<file path="src/rrc_pkg.sv">
package rrc_pkg;

    // conversion direction, as held in the direction register
    typedef enum logic
    {
        DIR_RGB_TO_RYB = 1'b0,
        DIR_RYB_TO_RGB = 1'b1
    } dir_t;

    // entries in the queue between the front and back pipelines
    localparam int unsigned QUEUE_DEPTH = 2;

endpackage

</file>
<file path="src/rrc_front.sv">
module rrc_front
    import rrc_pkg::*;
#(
    parameter int unsigned N = 8
)
(
    input  logic                 clk,
    input  logic                 rst_n,
    input  logic                 hold,
    input  logic                 in_valid,
    input  dir_t                 dir,
    input  logic [N-1:0]         comp_a,
    input  logic [N-1:0]         comp_b,
    input  logic [N-1:0]         comp_c,
    output logic                 out_valid,
    output logic [2*N:0]         prod_a,
    output logic [2*N:0]         prod_b,
    output logic [2*N:0]         prod_c,
    output logic [N:0]           den,
    output logic [N-1:0]         added
);

    // stage a: strip white or black part
    logic         a_vld_reg;
    dir_t         a_dir_reg;
    logic [N-1:0] a_d0_reg, a_d1_reg, a_d2_reg, a_add_reg;
    logic [N-1:0] mx, mn;

    // stage b: recombine, maxima
    logic         b_vld_reg;
    logic [N:0]   b_c0_reg, b_c1_reg, b_c2_reg, b_den_reg;
    logic [N-1:0] b_num_reg, b_add_reg;
    logic [N:0]   c0_next, c1_next, c2_next, den_next;
    logic [N-1:0] num_next, m_sel;

    // stage c: products
    logic         c_vld_reg;
    logic [2*N:0] c_p0_reg, c_p1_reg, c_p2_reg;
    logic [N:0]   c_den_reg;
    logic [N-1:0] c_add_reg;

    always_comb
    begin
        mx = (comp_a > comp_b) ? comp_a : comp_b;
        mx = (mx > comp_c) ? mx : comp_c;
        mn = (comp_a < comp_b) ? comp_a : comp_b;
        mn = (mn < comp_c) ? mn : comp_c;
    end

    always_ff @(posedge clk or negedge rst_n)
    begin
        if (!rst_n)
        begin
            a_vld_reg <= 1'b0;
            b_vld_reg <= 1'b0;
            c_vld_reg <= 1'b0;
        end
        else if (!hold)
        begin
            a_vld_reg <= in_valid;
            b_vld_reg <= a_vld_reg;
            c_vld_reg <= b_vld_reg;
        end
    end

    always_ff @(posedge clk)
    begin
        if (!hold)
        begin
            a_dir_reg <= dir;
            a_d0_reg  <= comp_a - mn;
            a_d1_reg  <= comp_b - mn;
            a_d2_reg  <= comp_c - mn;
            a_add_reg <= ~mx;
        end
    end

    always_comb
    begin
        num_next = (a_d0_reg > a_d1_reg) ? a_d0_reg : a_d1_reg;
        num_next = (num_next > a_d2_reg) ? num_next : a_d2_reg;
        case (a_dir_reg)
            DIR_RGB_TO_RYB:
            begin
                m_sel   = (a_d0_reg < a_d1_reg) ? a_d0_reg : a_d1_reg;
                c0_next = {a_d0_reg - m_sel, 1'b0};
                c1_next = {1'b0, a_d1_reg} + {1'b0, m_sel};
                c2_next = {1'b0, a_d2_reg} + {1'b0, a_d1_reg - m_sel};
            end
            DIR_RYB_TO_RGB:
            begin
                m_sel   = (a_d1_reg < a_d2_reg) ? a_d1_reg : a_d2_reg;
                c0_next = {1'b0, a_d0_reg} + {1'b0, a_d1_reg - m_sel};
                c1_next = {1'b0, a_d1_reg} + {1'b0, m_sel};
                c2_next = {a_d2_reg - m_sel, 1'b0};
            end
            default:
            begin
                m_sel   = '0;
                c0_next = '0;
                c1_next = '0;
                c2_next = '0;
            end
        endcase
        den_next = (c0_next > c1_next) ? c0_next : c1_next;
        den_next = (den_next > c2_next) ? den_next : c2_next;
    end

    always_ff @(posedge clk)
    begin
        if (!hold)
        begin
            b_c0_reg  <= c0_next;
            b_c1_reg  <= c1_next;
            b_c2_reg  <= c2_next;
            b_den_reg <= den_next;
            b_num_reg <= num_next;
            b_add_reg <= a_add_reg;
            c_p0_reg  <= {{N{1'b0}}, b_c0_reg} * {{(N+1){1'b0}}, b_num_reg};
            c_p1_reg  <= {{N{1'b0}}, b_c1_reg} * {{(N+1){1'b0}}, b_num_reg};
            c_p2_reg  <= {{N{1'b0}}, b_c2_reg} * {{(N+1){1'b0}}, b_num_reg};
            c_den_reg <= b_den_reg;
            c_add_reg <= b_add_reg;
        end
    end

    assign out_valid = c_vld_reg && !hold;
    assign prod_a    = c_p0_reg;
    assign prod_b    = c_p1_reg;
    assign prod_c    = c_p2_reg;
    assign den       = c_den_reg;
    assign added     = c_add_reg;

endmodule

</file>
<file path="src/rrc_queue.sv">
module rrc_queue
#(
    parameter int unsigned WIDTH = 8,
    parameter int unsigned DEPTH = 2
)
(
    input  logic             clk,
    input  logic             rst_n,
    input  logic             push,
    input  logic [WIDTH-1:0] push_data,
    input  logic             pop,
    output logic             head_valid,
    output logic [WIDTH-1:0] head_data,
    output logic             full
);

    localparam int unsigned PTR_W = (DEPTH > 1) ? $clog2(DEPTH) : 1;
    localparam int unsigned CNT_W = $clog2(DEPTH + 1);

    logic [WIDTH-1:0] entry_reg [0:DEPTH-1];
    logic [PTR_W-1:0] wr_ptr_reg, rd_ptr_reg;
    logic [CNT_W-1:0] count_reg;
    logic             do_pop;

    assign do_pop     = pop && (count_reg != '0);
    assign head_valid = (count_reg != '0);
    assign head_data  = entry_reg[rd_ptr_reg];
    assign full       = (count_reg == CNT_W'(DEPTH));

    always_ff @(posedge clk or negedge rst_n)
    begin
        if (!rst_n)
        begin
            wr_ptr_reg <= '0;
            rd_ptr_reg <= '0;
            count_reg  <= '0;
        end
        else
        begin
            if (push)
            begin
                wr_ptr_reg <= (wr_ptr_reg == PTR_W'(DEPTH - 1)) ? '0 : wr_ptr_reg + 1'b1;
            end
            if (do_pop)
            begin
                rd_ptr_reg <= (rd_ptr_reg == PTR_W'(DEPTH - 1)) ? '0 : rd_ptr_reg + 1'b1;
            end
            if (push && !do_pop)
            begin
                count_reg <= count_reg + 1'b1;
            end
            else if (do_pop && !push)
            begin
                count_reg <= count_reg - 1'b1;
            end
        end
    end

    always_ff @(posedge clk)
    begin
        if (push)
        begin
            entry_reg[wr_ptr_reg] <= push_data;
        end
    end

endmodule

</file>
<file path="src/rrc_back.sv">
module rrc_back
#(
    parameter int unsigned N = 8
)
(
    input  logic           clk,
    input  logic           rst_n,
    input  logic           in_valid,
    input  logic [2*N:0]   prod_a,
    input  logic [2*N:0]   prod_b,
    input  logic [2*N:0]   prod_c,
    input  logic [N:0]     den,
    input  logic [N-1:0]   added,
    output logic           out_valid,
    output logic [N-1:0]   res_a,
    output logic [N-1:0]   res_b,
    output logic [N-1:0]   res_c
);

    // one quotient bit per stage, three lanes side by side
    logic         vld_reg [0:N];
    logic [N:0]   den_reg [0:N];
    logic [N-1:0] add_reg [0:N];
    logic [N:0]   rem_reg [0:N][0:2];
    logic [N-1:0] lo_reg  [0:N][0:2];
    logic [N-1:0] quo_reg [0:N][0:2];

    logic         out_vld_reg;
    logic [N-1:0] out_a_reg, out_b_reg, out_c_reg;
    logic [N:0]   sum_next [0:2];
    logic [N-1:0] q_fin [0:2];
    logic [N-1:0] res_next [0:2];

    always_ff @(posedge clk or negedge rst_n)
    begin
        if (!rst_n)
        begin
            vld_reg[0] <= 1'b0;
        end
        else
        begin
            vld_reg[0] <= in_valid;
        end
    end

    // load: top bits of the dividend start the remainder
    always_ff @(posedge clk)
    begin
        den_reg[0]    <= den;
        add_reg[0]    <= added;
        rem_reg[0][0] <= prod_a[2*N:N];
        rem_reg[0][1] <= prod_b[2*N:N];
        rem_reg[0][2] <= prod_c[2*N:N];
        lo_reg[0][0]  <= prod_a[N-1:0];
        lo_reg[0][1]  <= prod_b[N-1:0];
        lo_reg[0][2]  <= prod_c[N-1:0];
        quo_reg[0][0] <= '0;
        quo_reg[0][1] <= '0;
        quo_reg[0][2] <= '0;
    end

    for (genvar s = 1; s <= N; s++)
    begin : g_step
        logic [N+1:0] trial [0:2];
        logic [N+1:0] diff  [0:2];
        logic         take  [0:2];
        logic [N:0]   rem_next [0:2];

        always_comb
        begin
            for (int l = 0; l < 3; l++)
            begin
                trial[l]    = {rem_reg[s-1][l], lo_reg[s-1][l][N-1]};
                diff[l]     = trial[l] - {1'b0, den_reg[s-1]};
                take[l]     = (trial[l] >= {1'b0, den_reg[s-1]});
                rem_next[l] = take[l] ? diff[l][N:0] : trial[l][N:0];
            end
        end

        always_ff @(posedge clk or negedge rst_n)
        begin
            if (!rst_n)
            begin
                vld_reg[s] <= 1'b0;
            end
            else
            begin
                vld_reg[s] <= vld_reg[s-1];
            end
        end

        always_ff @(posedge clk)
        begin
            den_reg[s] <= den_reg[s-1];
            add_reg[s] <= add_reg[s-1];
            for (int l = 0; l < 3; l++)
            begin
                rem_reg[s][l] <= rem_next[l];
                lo_reg[s][l]  <= {lo_reg[s-1][l][N-2:0], 1'b0};
                quo_reg[s][l] <= {quo_reg[s-1][l][N-2:0], take[l]};
            end
        end
    end

    // zero maximum: chroma is zero, only the added part remains
    always_comb
    begin
        for (int l = 0; l < 3; l++)
        begin
            q_fin[l]    = (den_reg[N] == '0) ? '0 : quo_reg[N][l];
            sum_next[l] = {1'b0, add_reg[N]} + {1'b0, q_fin[l]};
            res_next[l] = sum_next[l][N] ? {N{1'b1}} : sum_next[l][N-1:0];
        end
    end

    always_ff @(posedge clk or negedge rst_n)
    begin
        if (!rst_n)
        begin
            out_vld_reg <= 1'b0;
        end
        else
        begin
            out_vld_reg <= vld_reg[N];
        end
    end

    always_ff @(posedge clk)
    begin
        out_a_reg <= res_next[0];
        out_b_reg <= res_next[1];
        out_c_reg <= res_next[2];
    end

    assign out_valid = out_vld_reg;
    assign res_a     = out_a_reg;
    assign res_b     = out_b_reg;
    assign res_c     = out_c_reg;

endmodule

</file>
<file path="src/rgb_ryb_color_converter_top.sv">
// rgb <-> ryb pixel converter. one pixel beat is taken on each clock where start
// is high and busy is low, so a full pixel stream runs at one beat per cycle.
// each result comes out as a single-cycle result_valid strobe, in input order.
// the path runs through three front stages, the queue, the restoring divider (a
// load stage plus one quotient bit per stage) and the output register. the
// receiver cannot hold results off. busy stays low: the back end takes the queue
// head on every cycle, so the queue between front and back never holds more than
// one entry and never fills. direction is written through cfg_wr_en/cfg_wr_data
// (0: rgb to ryb, 1: ryb to rgb) and must only change while no beat is in flight.
module rgb_ryb_color_converter_top
    import rrc_pkg::*;
#(
    parameter int unsigned COMPONENT_BITS = 8
)
(
    input  logic                      clk,
    input  logic                      rst_n,
    input  logic                      cfg_wr_en,
    input  logic                      cfg_wr_data,
    input  logic                      start,
    output logic                      busy,
    input  logic [COMPONENT_BITS-1:0] component_a,
    input  logic [COMPONENT_BITS-1:0] component_b,
    input  logic [COMPONENT_BITS-1:0] component_c,
    output logic                      result_valid,
    output logic [COMPONENT_BITS-1:0] result_a,
    output logic [COMPONENT_BITS-1:0] result_b,
    output logic [COMPONENT_BITS-1:0] result_c
);

    localparam int unsigned N  = COMPONENT_BITS;
    // queue entry: three products, divisor, added white/black part
    localparam int unsigned QW = 3 * (2 * N + 1) + (N + 1) + N;

    dir_t            direction_reg;

    logic            front_hold;
    logic            front_valid;
    logic [2*N:0]    f_prod_a, f_prod_b, f_prod_c;
    logic [N:0]      f_den;
    logic [N-1:0]    f_added;

    logic            q_full;
    logic            q_valid;
    logic            q_pop;
    logic [QW-1:0]   q_data;

    // direction register, to be written by the user only between pixels; the block does not enforce this
    always_ff @(posedge clk or negedge rst_n)
    begin
        if (!rst_n)
        begin
            direction_reg <= DIR_RGB_TO_RYB;
        end
        else if (cfg_wr_en)
        begin
            direction_reg <= dir_t'(cfg_wr_data);
        end
    end

    // back pipeline never stalls, so the head is taken whenever present
    assign q_pop      = q_valid;
    // the whole front freezes only if the queue is full and nothing leaves
    assign front_hold = q_full && !q_pop;
    assign busy       = front_hold;

    // front: strip white/black, recombine by min rules, maxima, products
    rrc_front #(
        .N (N)
    ) u_front (
        .clk       (clk),
        .rst_n     (rst_n),
        .hold      (front_hold),
        .in_valid  (start && !busy),
        .dir       (direction_reg),
        .comp_a    (component_a),
        .comp_b    (component_b),
        .comp_c    (component_c),
        .out_valid (front_valid),
        .prod_a    (f_prod_a),
        .prod_b    (f_prod_b),
        .prod_c    (f_prod_c),
        .den       (f_den),
        .added     (f_added)
    );

    // short queue decoupling front and back
    rrc_queue #(
        .WIDTH (QW),
        .DEPTH (QUEUE_DEPTH)
    ) u_queue (
        .clk        (clk),
        .rst_n      (rst_n),
        .push       (front_valid),
        .push_data  ({f_prod_a, f_prod_b, f_prod_c, f_den, f_added}),
        .pop        (q_pop),
        .head_valid (q_valid),
        .head_data  (q_data),
        .full       (q_full)
    );

    // back: renormalising divide, add back white/black part, saturate
    rrc_back #(
        .N (N)
    ) u_back (
        .clk       (clk),
        .rst_n     (rst_n),
        .in_valid  (q_valid),
        .prod_a    (q_data[QW-1 -: 2*N+1]),
        .prod_b    (q_data[QW-1-(2*N+1) -: 2*N+1]),
        .prod_c    (q_data[QW-1-2*(2*N+1) -: 2*N+1]),
        .den       (q_data[2*N:N]),
        .added     (q_data[N-1:0]),
        .out_valid (result_valid),
        .res_a     (result_a),
        .res_b     (result_b),
        .res_c     (result_c)
    );

endmodule

</file>
<file path="config.mk">
export PLATFORM = sky130hd
export DESIGN_NAME = rgb_ryb_color_converter_top
export DESIGN_NICKNAME = d
export VERILOG_FILES = /design/src/rrc_pkg.sv /design/src/rrc_front.sv /design/src/rrc_queue.sv /design/src/rrc_back.sv /design/src/rgb_ryb_color_converter_top.sv
export SDC_FILE = /design/constraint.sdc
export NUM_CORES = 2
export LEC_CHECK = 0
export BUFFER_PORTS_ARGS = -buffer_cell sky130_fd_sc_hd__buf_2
export CAP_MARGIN = 20
export CORE_ASPECT_RATIO = 0.75
export CORE_MARGIN = 4
export CORE_UTILIZATION = 40
export DETAILED_ROUTE_END_ITERATION = 10
export GPL_TIMING_DRIVEN = 0
export PLACE_DENSITY_LB_ADDON = 0.05
export SLEW_MARGIN = 20
export SYNTH_ARGS = -nofsm -noshare
export SYNTH_HDL_FRONTEND = slang
export SYNTH_SLANG_ARGS = --single-unit
</file>
<file path="constraint.sdc">
create_clock -name clk -period 9.2 [get_ports clk]
set_input_delay 1.84 -clock clk [delete_from_list [all_inputs] [get_ports clk]]
set_output_delay 1.84 -clock clk [all_outputs]
set_load 0.01 [all_outputs]
</file>
# --- After elaboration in Yosys (flattened, before gate mapping) ---
# Memories as Yosys holds them, arrays and structs flattened.
# Index checks and enable logic that the tools add are counted.
# W data, S select, Z words.
totals:
  output_inout_bits: 26
  mem_count: 6
  ramBits: 964
  register_bits: 195
op_classes:
  magnitude_cmp: 34
  n_eq_ne: 1
  bitwise: 2
  n_mux: 46
  addsub: 42
  reduce_logical: 11
  multipliers: 3
memory_table:
  columns: ["memory", "words", "width", "read_ports", "rd_ports_with_merged_regs", "write_ports", "line", "text"]
  rows:
  - ["u_back.rem_reg", 9, 27, 8, 0, 9, "rrc_back.sv:24", "logic [N:0] rem_reg [0:N][0:2];"]
  - ["u_back.lo_reg", 9, 24, 8, 0, 9, "rrc_back.sv:25", "logic [N-1:0] lo_reg [0:N][0:2];"]
  - ["u_back.quo_reg", 9, 24, 9, 0, 9, "rrc_back.sv:26", "logic [N-1:0] quo_reg [0:N][0:2];"]
  - ["u_queue.entry_reg", 2, 68, 1, 0, 1, "rrc_queue.sv:20", "logic [WIDTH-1:0] entry_reg [0:DEPTH-1];"]
  - ["u_back.den_reg", 9, 9, 9, 0, 9, "rrc_back.sv:22", "logic [N:0] den_reg [0:N];"]
  - ["u_back.add_reg", 9, 8, 9, 0, 9, "rrc_back.sv:23", "logic [N-1:0] add_reg [0:N];"]
ops:
  columns: ["operator", "n"]
  rows:
  - ["$ge A10 B9 Y1", 24]
  - ["$mux W9", 26]
  - ["$sub A9 B9 Y9", 24]
  - ["$mux W8", 11]
  - ["$add A8 B8 Y9", 7]
  - ["$sub A8 B8 Y8", 7]
  - ["$pmux W9 S2", 3]
  - ["$mul A9 B8 Y17", 3]
  - ["$gt A8 B8 Y1", 4]
  - ["$lt A8 B8 Y1", 4]
  - ["$gt A9 B9 Y1", 2]
  - ["$logic_not A9 Y1", 1]
  - ["$not A8 Y8", 1]
  - ["$logic_and A1 B1 Y1", 5]
  - ["$mux W1", 4]
  - ["$mux W2", 2]
  - ["$reduce_bool A2 Y1", 2]
  - ["$logic_not A1 Y1", 3]
  - ["$add A1 B1 Y1 const B", 2]
  - ["$add A2 B1 Y2 const B", 1]
  - ["$eq A2 B2 Y1 const B", 1]
  - ["$sub A2 B1 Y2 const B", 1]
  - ["$not A1 Y1", 1]

# --- Longest topological paths before layout ---
logic_depth:
  word_depth: 9
  depth_mapped: 35
  ltp_nobuf: 34

# --- Modules after synthesis ---
# Synthesis repeated with hierarchy kept, for this count alone.
hier_totals:
  cells_unflattened: 4311
  area_unflattened_um2: 48057.3
by_module_without_submodules:
  columns: ["mod", "n_inst", "seq_area_each_um2", "area_per_inst_um2", "cells_each"]
  rows:
  - ["rrc_back", 1, 12441.9, 25405.6, 2317]
  - ["rrc_front", 1, 4669.5, 17460.5, 1762]
  - ["rrc_queue", 1, 4184.0, 5138.7, 228]
  - ["rgb_ryb_color_converter_top", 1, 25.0, 52.6, 4]

# --- Worst setup path after synthesis ---
# Ideal clock, no wire load.
synth_path:
  path_kind: "reg-to-reg"
  startpoint: "register u_front.a_d2_reg[1]"
  endpoint: "register u_front.b_den_reg[1], data pin"
  stages_incl_launch_ff: 36
  path_slack_ns: 1.757
  setup_ns: 0.260
  t_arrival_ns: 7.183
  path_cell_list: "edfxtp_1 > inv_1 > ha_1 > a21o_1 > a31oi_1 > o21ai_1 > o41a_1 > clkbuf_1 > mux2i_1 > ha_1 > nor2b_1 > o21ai_0 > nand2b_1 > a21o_1 > a21oi_1 > o21ai_0 > xor2_1 > ha_1 > or2_2 > a21oi_1 > a41oi_1 > o211a_1 > ha_1 > a21o_1 > a221o_1 > a31oi_1 > a41oi_2 > mux2i_1 > ha_1 > nor2b_1 > o21a_1 > o211ai_1 > a31oi_1 > o21bai_1 > a21oi_2 > mux2_2"
synth_via:
  elab_chain_cells: 9
  word_cells_on_any_way: 14
  cone_classes: "add/sub: 5; order compare: 3; mux: 6"
synth_rtl:
  columns: ["item", "line", "text"]
  rows:
  - ["start, declared", "rrc_front.sv:26", "logic [N-1:0] a_d0_reg, a_d1_reg, a_d2_reg, a_add_reg;"]
  - ["start signal, assigned", "rrc_front.sv:73", "a_d2_reg <= comp_c - mn;"]
  - ["$lt A8 B8 Y1", "rrc_front.sv:92", "m_sel = (a_d1_reg < a_d2_reg) ? a_d1_reg : a_d2_reg;"]
  - ["$mux W8 (*)", "rrc_front.sv:92", null]
  - ["$sub A8 B8 Y8 (*)", "rrc_front.sv:93", "c0_next = {1'b0, a_d0_reg} + {1'b0, a_d1_reg - m_sel};"]
  - ["$add A8 B8 Y9 (*)", "rrc_front.sv:93", null]
  - ["$pmux W9 S2 (*)", "rrc_front.sv:82", "case (a_dir_reg)"]
  - ["net u_front.c0_next[7]", "rrc_front.sv:33", "logic [N:0] c0_next, c1_next, c2_next, den_next;"]
  - ["$gt A9 B9 Y1", "rrc_front.sv:105", "den_next = (c0_next > c1_next) ? c0_next : c1_next;"]
  - ["$mux W9 (*)", "rrc_front.sv:105", null]
  - ["$gt A9 B9 Y1", "rrc_front.sv:106", "den_next = (den_next > c2_next) ? den_next : c2_next;"]
  - ["$mux W9 (*)", "rrc_front.sv:106", null]
  - ["net u_front.den_next[1]", "rrc_front.sv:33", null]
  - ["end signal, assigned", "rrc_front.sv:116", "b_den_reg <= den_next;"]
  - ["end, declared", "rrc_front.sv:31", "logic [N:0] b_c0_reg, b_c1_reg, b_c2_reg, b_den_reg;"]
# The timed path passes the listed nets; every way through them passes the cells marked *.
# A chain may end at the register's enable or synchronous reset.

# --- Worst setup path after layout ---
layout_path:
  startpoint: "register u_front.a_d1_reg[2]"
  endpoint: "register u_front.b_den_reg[1], data pin"
layout_via:
  elab_chain_cells: 9
  word_cells_on_any_way: 19
  cone_classes: "add/sub: 8; order compare: 4; mux: 7"
layout_rtl:
  columns: ["item", "line", "text"]
  rows:
  - ["start, declared", "rrc_front.sv:26", null]
  - ["start signal, assigned", "rrc_front.sv:72", "a_d1_reg <= comp_b - mn;"]
  - ["$lt A8 B8 Y1", "rrc_front.sv:92", null]
  - ["$mux W8", "rrc_front.sv:92", null]
  - ["$sub A8 B8 Y8", "rrc_front.sv:93", null]
  - ["$add A8 B8 Y9", "rrc_front.sv:93", null]
  - ["$pmux W9 S2 (*)", "rrc_front.sv:82", null]
  - ["net u_front.c0_next[7]", "rrc_front.sv:33", null]
  - ["$gt A9 B9 Y1", "rrc_front.sv:105", null]
  - ["$mux W9 (*)", "rrc_front.sv:105", null]
  - ["$gt A9 B9 Y1", "rrc_front.sv:106", null]
  - ["$mux W9 (*)", "rrc_front.sv:106", null]
  - ["net u_front.den_next[1]", "rrc_front.sv:33", null]
# Marked as above.

==> summary.md <==
| Metric | Value |
|---|---|
| Synth top area cells | dfxtp_1 26%, edfxtp_1 19%, ha_1 13% |
| Port buffer count | 52 |
| Synth Register Bits | 916 |
| Die Y | 302 µm |
| Period utilisation layout | 0.959 |
| Area leader, netlist | dfxtp_1 |
| Root buf cell | clkbuf_16 |
| Vias in the first global route | 28800 |
| Crit path kind | reg2reg |
| CP max FO | 10 |
| Max-slew violations | 0 |
| Critical Path End Type | flip-flop |
| CP arrival | 9200 ps |
| Ratio of cells with drive above 1 in the final layout | 0.113 |
| Antenna viol nets, final | 0 |
| Highest Clock Rate | 113 MHz |
| Non-filler cells, final | 5962 |
| CTS buffer count | 92 |
| GP Congestion | 0.842 |
| Post-route DRC | 0 |
| Design area | 52200 µm² |
| Outcome | finished clean |
| Synthesized instance count | 4052 |
| Initial drt markers | 1691 |
| Mean post-synth cell area | 11.4 µm² |
| Top cell type's share of synthesized area | 0.265 |
| Type of the worst min-delay path | reg2reg |
| Place WS | -371 ps |
| Vias | 28600 |
| Sequential-to-total area share from yosys stat | 0.463 |
| Die area | 121000 µm² |
| R2R setup slack | 380 ps |
| Post-synth top cells | 609 x dfxtp_1, 490 x ha_1, 433 x inv_1 |
| Rel. slew slack | 0.276 |
| Final WL | 108 mm |
| EDFF count, synth | 289 |
| Grt ovf | 0 |
| Post-route minimum period | 8820 ps |
| Area Overhead vs Synth | 13.4% |
| Final hold violation count | 0 |
| Crit start category | flip-flop |
| Clk sinks | 916 |
| Largest net degree at the start of global routing | 46 |
| Largest delay share family, worst path | compound AO/OA/AOI/OAI gates |
| Critical path required time | 9580 ps |
| Slowest cell delay on critical path | 560 ps |
| Post-route setup slack | 381 ps |
| Die extent in x | 400 µm |
| 1st-pass router iterations | 7 |
| Initial antenna violation count | 9 |
| HPWL after DPL | 86.4 mm |
| Post-DP Area | 48900 µm² |
| Final nets | 5036 |
| Total negative setup slack | 0 ps |
| RSZ-0062 raised after global routing | no |
| Vias/cell | 4.79 |
| Async set-reset flop share out of synthesis | 0.0197 |
| Setup violations, final | 0 |
| Placed Cells | 5786 |
| # IOs | 55 |
| Critical Path Most Common Cell | ha_1 |
| Mapped cell area | 46000 µm² |
| Clock H-tree levels | 3 |
| Worst path bufs/invs | 2 |
| CTS tree | done |
| Hold_buf cts | 0 |
| # Max-Cap Violations | 0 |
| Synth unique cells | 65 |
| Yosys Warn Count | 0 |
| Core area | 114000 µm² |
| Initial Util | 0.404 |
| Max reg flops | 216 |
| Worst-Skew Late Latency | 700 ps |
| Rows | 107 |
| Ys flop type | dfxtp_1 |
| Final Skew | 64.3 ps |
| Top-count cell post-synth | dfxtp_1 |
| First-pass GRT wire length | 168 mm |
| Drt wl/cell | 18.2 µm |
| CTS Buffer Depth | 3 |
| Worst Tran Pin Value | 1090 ps |
| Slowest CP cell | edfxtp_1 |
| Total GRT Usage | 0.183 |
| Reg clk slew, reported paths | 60 ps |
## placed cells by master (no fill, tap or decap), types with 26 or more instances in the layout
cell type	Yosys	layout
nand2_1	203	203
a21boi_0	26	26
nor2_1	182	181
nand4_1	49	49
dfxtp_1	609	609
nand2b_1	34	34
and2_1	139	138
inv_1	433	433
clkbuf_16	0	95
mux2i_1	81	75
o21bai_1	34	34
conb_1	2	154
nor3_1	51	51
or2_2	29	29
o21ai_0	147	147
xnor2_1	149	149
ha_1	490	490
a21oi_1	183	182
clkbuf_1	38	46
xor2_1	62	62
mux2_2	224	224
a21o_1	76	76
fa_1	160	160
nor2b_1	95	94
nand3_1	33	33
buf_2	1	53
edfxtp_1	289	289
## path summary, 6_finish.rpt
check / start / end / cells after the start
hold / removal: u_back.quo_reg[7][6]$_DFF_P_ / u_back.quo_reg[8][7]$_DFF_P_ / 0
max in group asynchronous: rst_n / u_front.b_vld_reg$_DFFE_PN0N_ / 1
hold reg to reg: u_back.quo_reg[7][6]$_DFF_P_ / u_back.quo_reg[8][7]$_DFF_P_ / 0
setup reg to reg: u_front.a_d1_reg[2]$_DFFE_PN_ / u_front.b_den_reg[1]$_DFFE_PN_ / 34
min in group asynchronous: rst_n / direction_reg$_DFFE_PN0P_ / 1
setup / recovery: u_front.a_d1_reg[2]$_DFFE_PN_ / u_front.b_den_reg[1]$_DFFE_PN_ / 34
## logic make-up (layout without fill, tap and decap cells)
kind of cell | Yosys count | after routing | share of synthesized area
fa+ha+maj | 650 | 650 | 0.203
buf+inv | 481 | 711 | 0.0398
other cells | 2 | 155 | 0.000163
mux | 312 | 312 | 0.0747
flops | 916 | 916 | 0.463
xor+xnor | 211 | 211 | 0.0402
simple gates | 857 | 857 | 0.0936
compound gates | 623 | 624 | 0.0855
## area by class of cell
type / instances / area, µm²
clock inverter: 50 / 563
fill: 10700 / 61800
timing repair buffer: 58 / 363
clock buffer: 122 / 2670
sequential: 916 / 21300
inverter: 434 / 1630
antenna: 1 / 2.50
multi-input combinational: 2808 / 23500
buffer: 47 / 201
tap: 1526 / 1910
## metal layers
metal | share of wire | GRT usage
met1 | 0.53 | 0.281
met2 | 0.40 | 0.264
met3 | 0.053 | 0.0385
met4 | 0.017 | 0.0362
met5 | 0.00012 | 0
## stage by stage
stage,util,hold slack (ps)
2_1_floorplan,-,310
3_3_place_gp,0.428,310
3_5_place_dp,0.429,312
4_1_cts,0.457,307
5_1_grt,0.458,314
6_report,0.458,316
## timing repair
item                       CTS  global route
setup endpoints to repair    9             9
buffers inserted             0             2
pin swaps                    0             1
gates resized for setup      4             9
gates cloned                 0             1
Power is not shown: default switching activity piles up to over one toggle a cycle in this logic, so the estimate is an artifact.
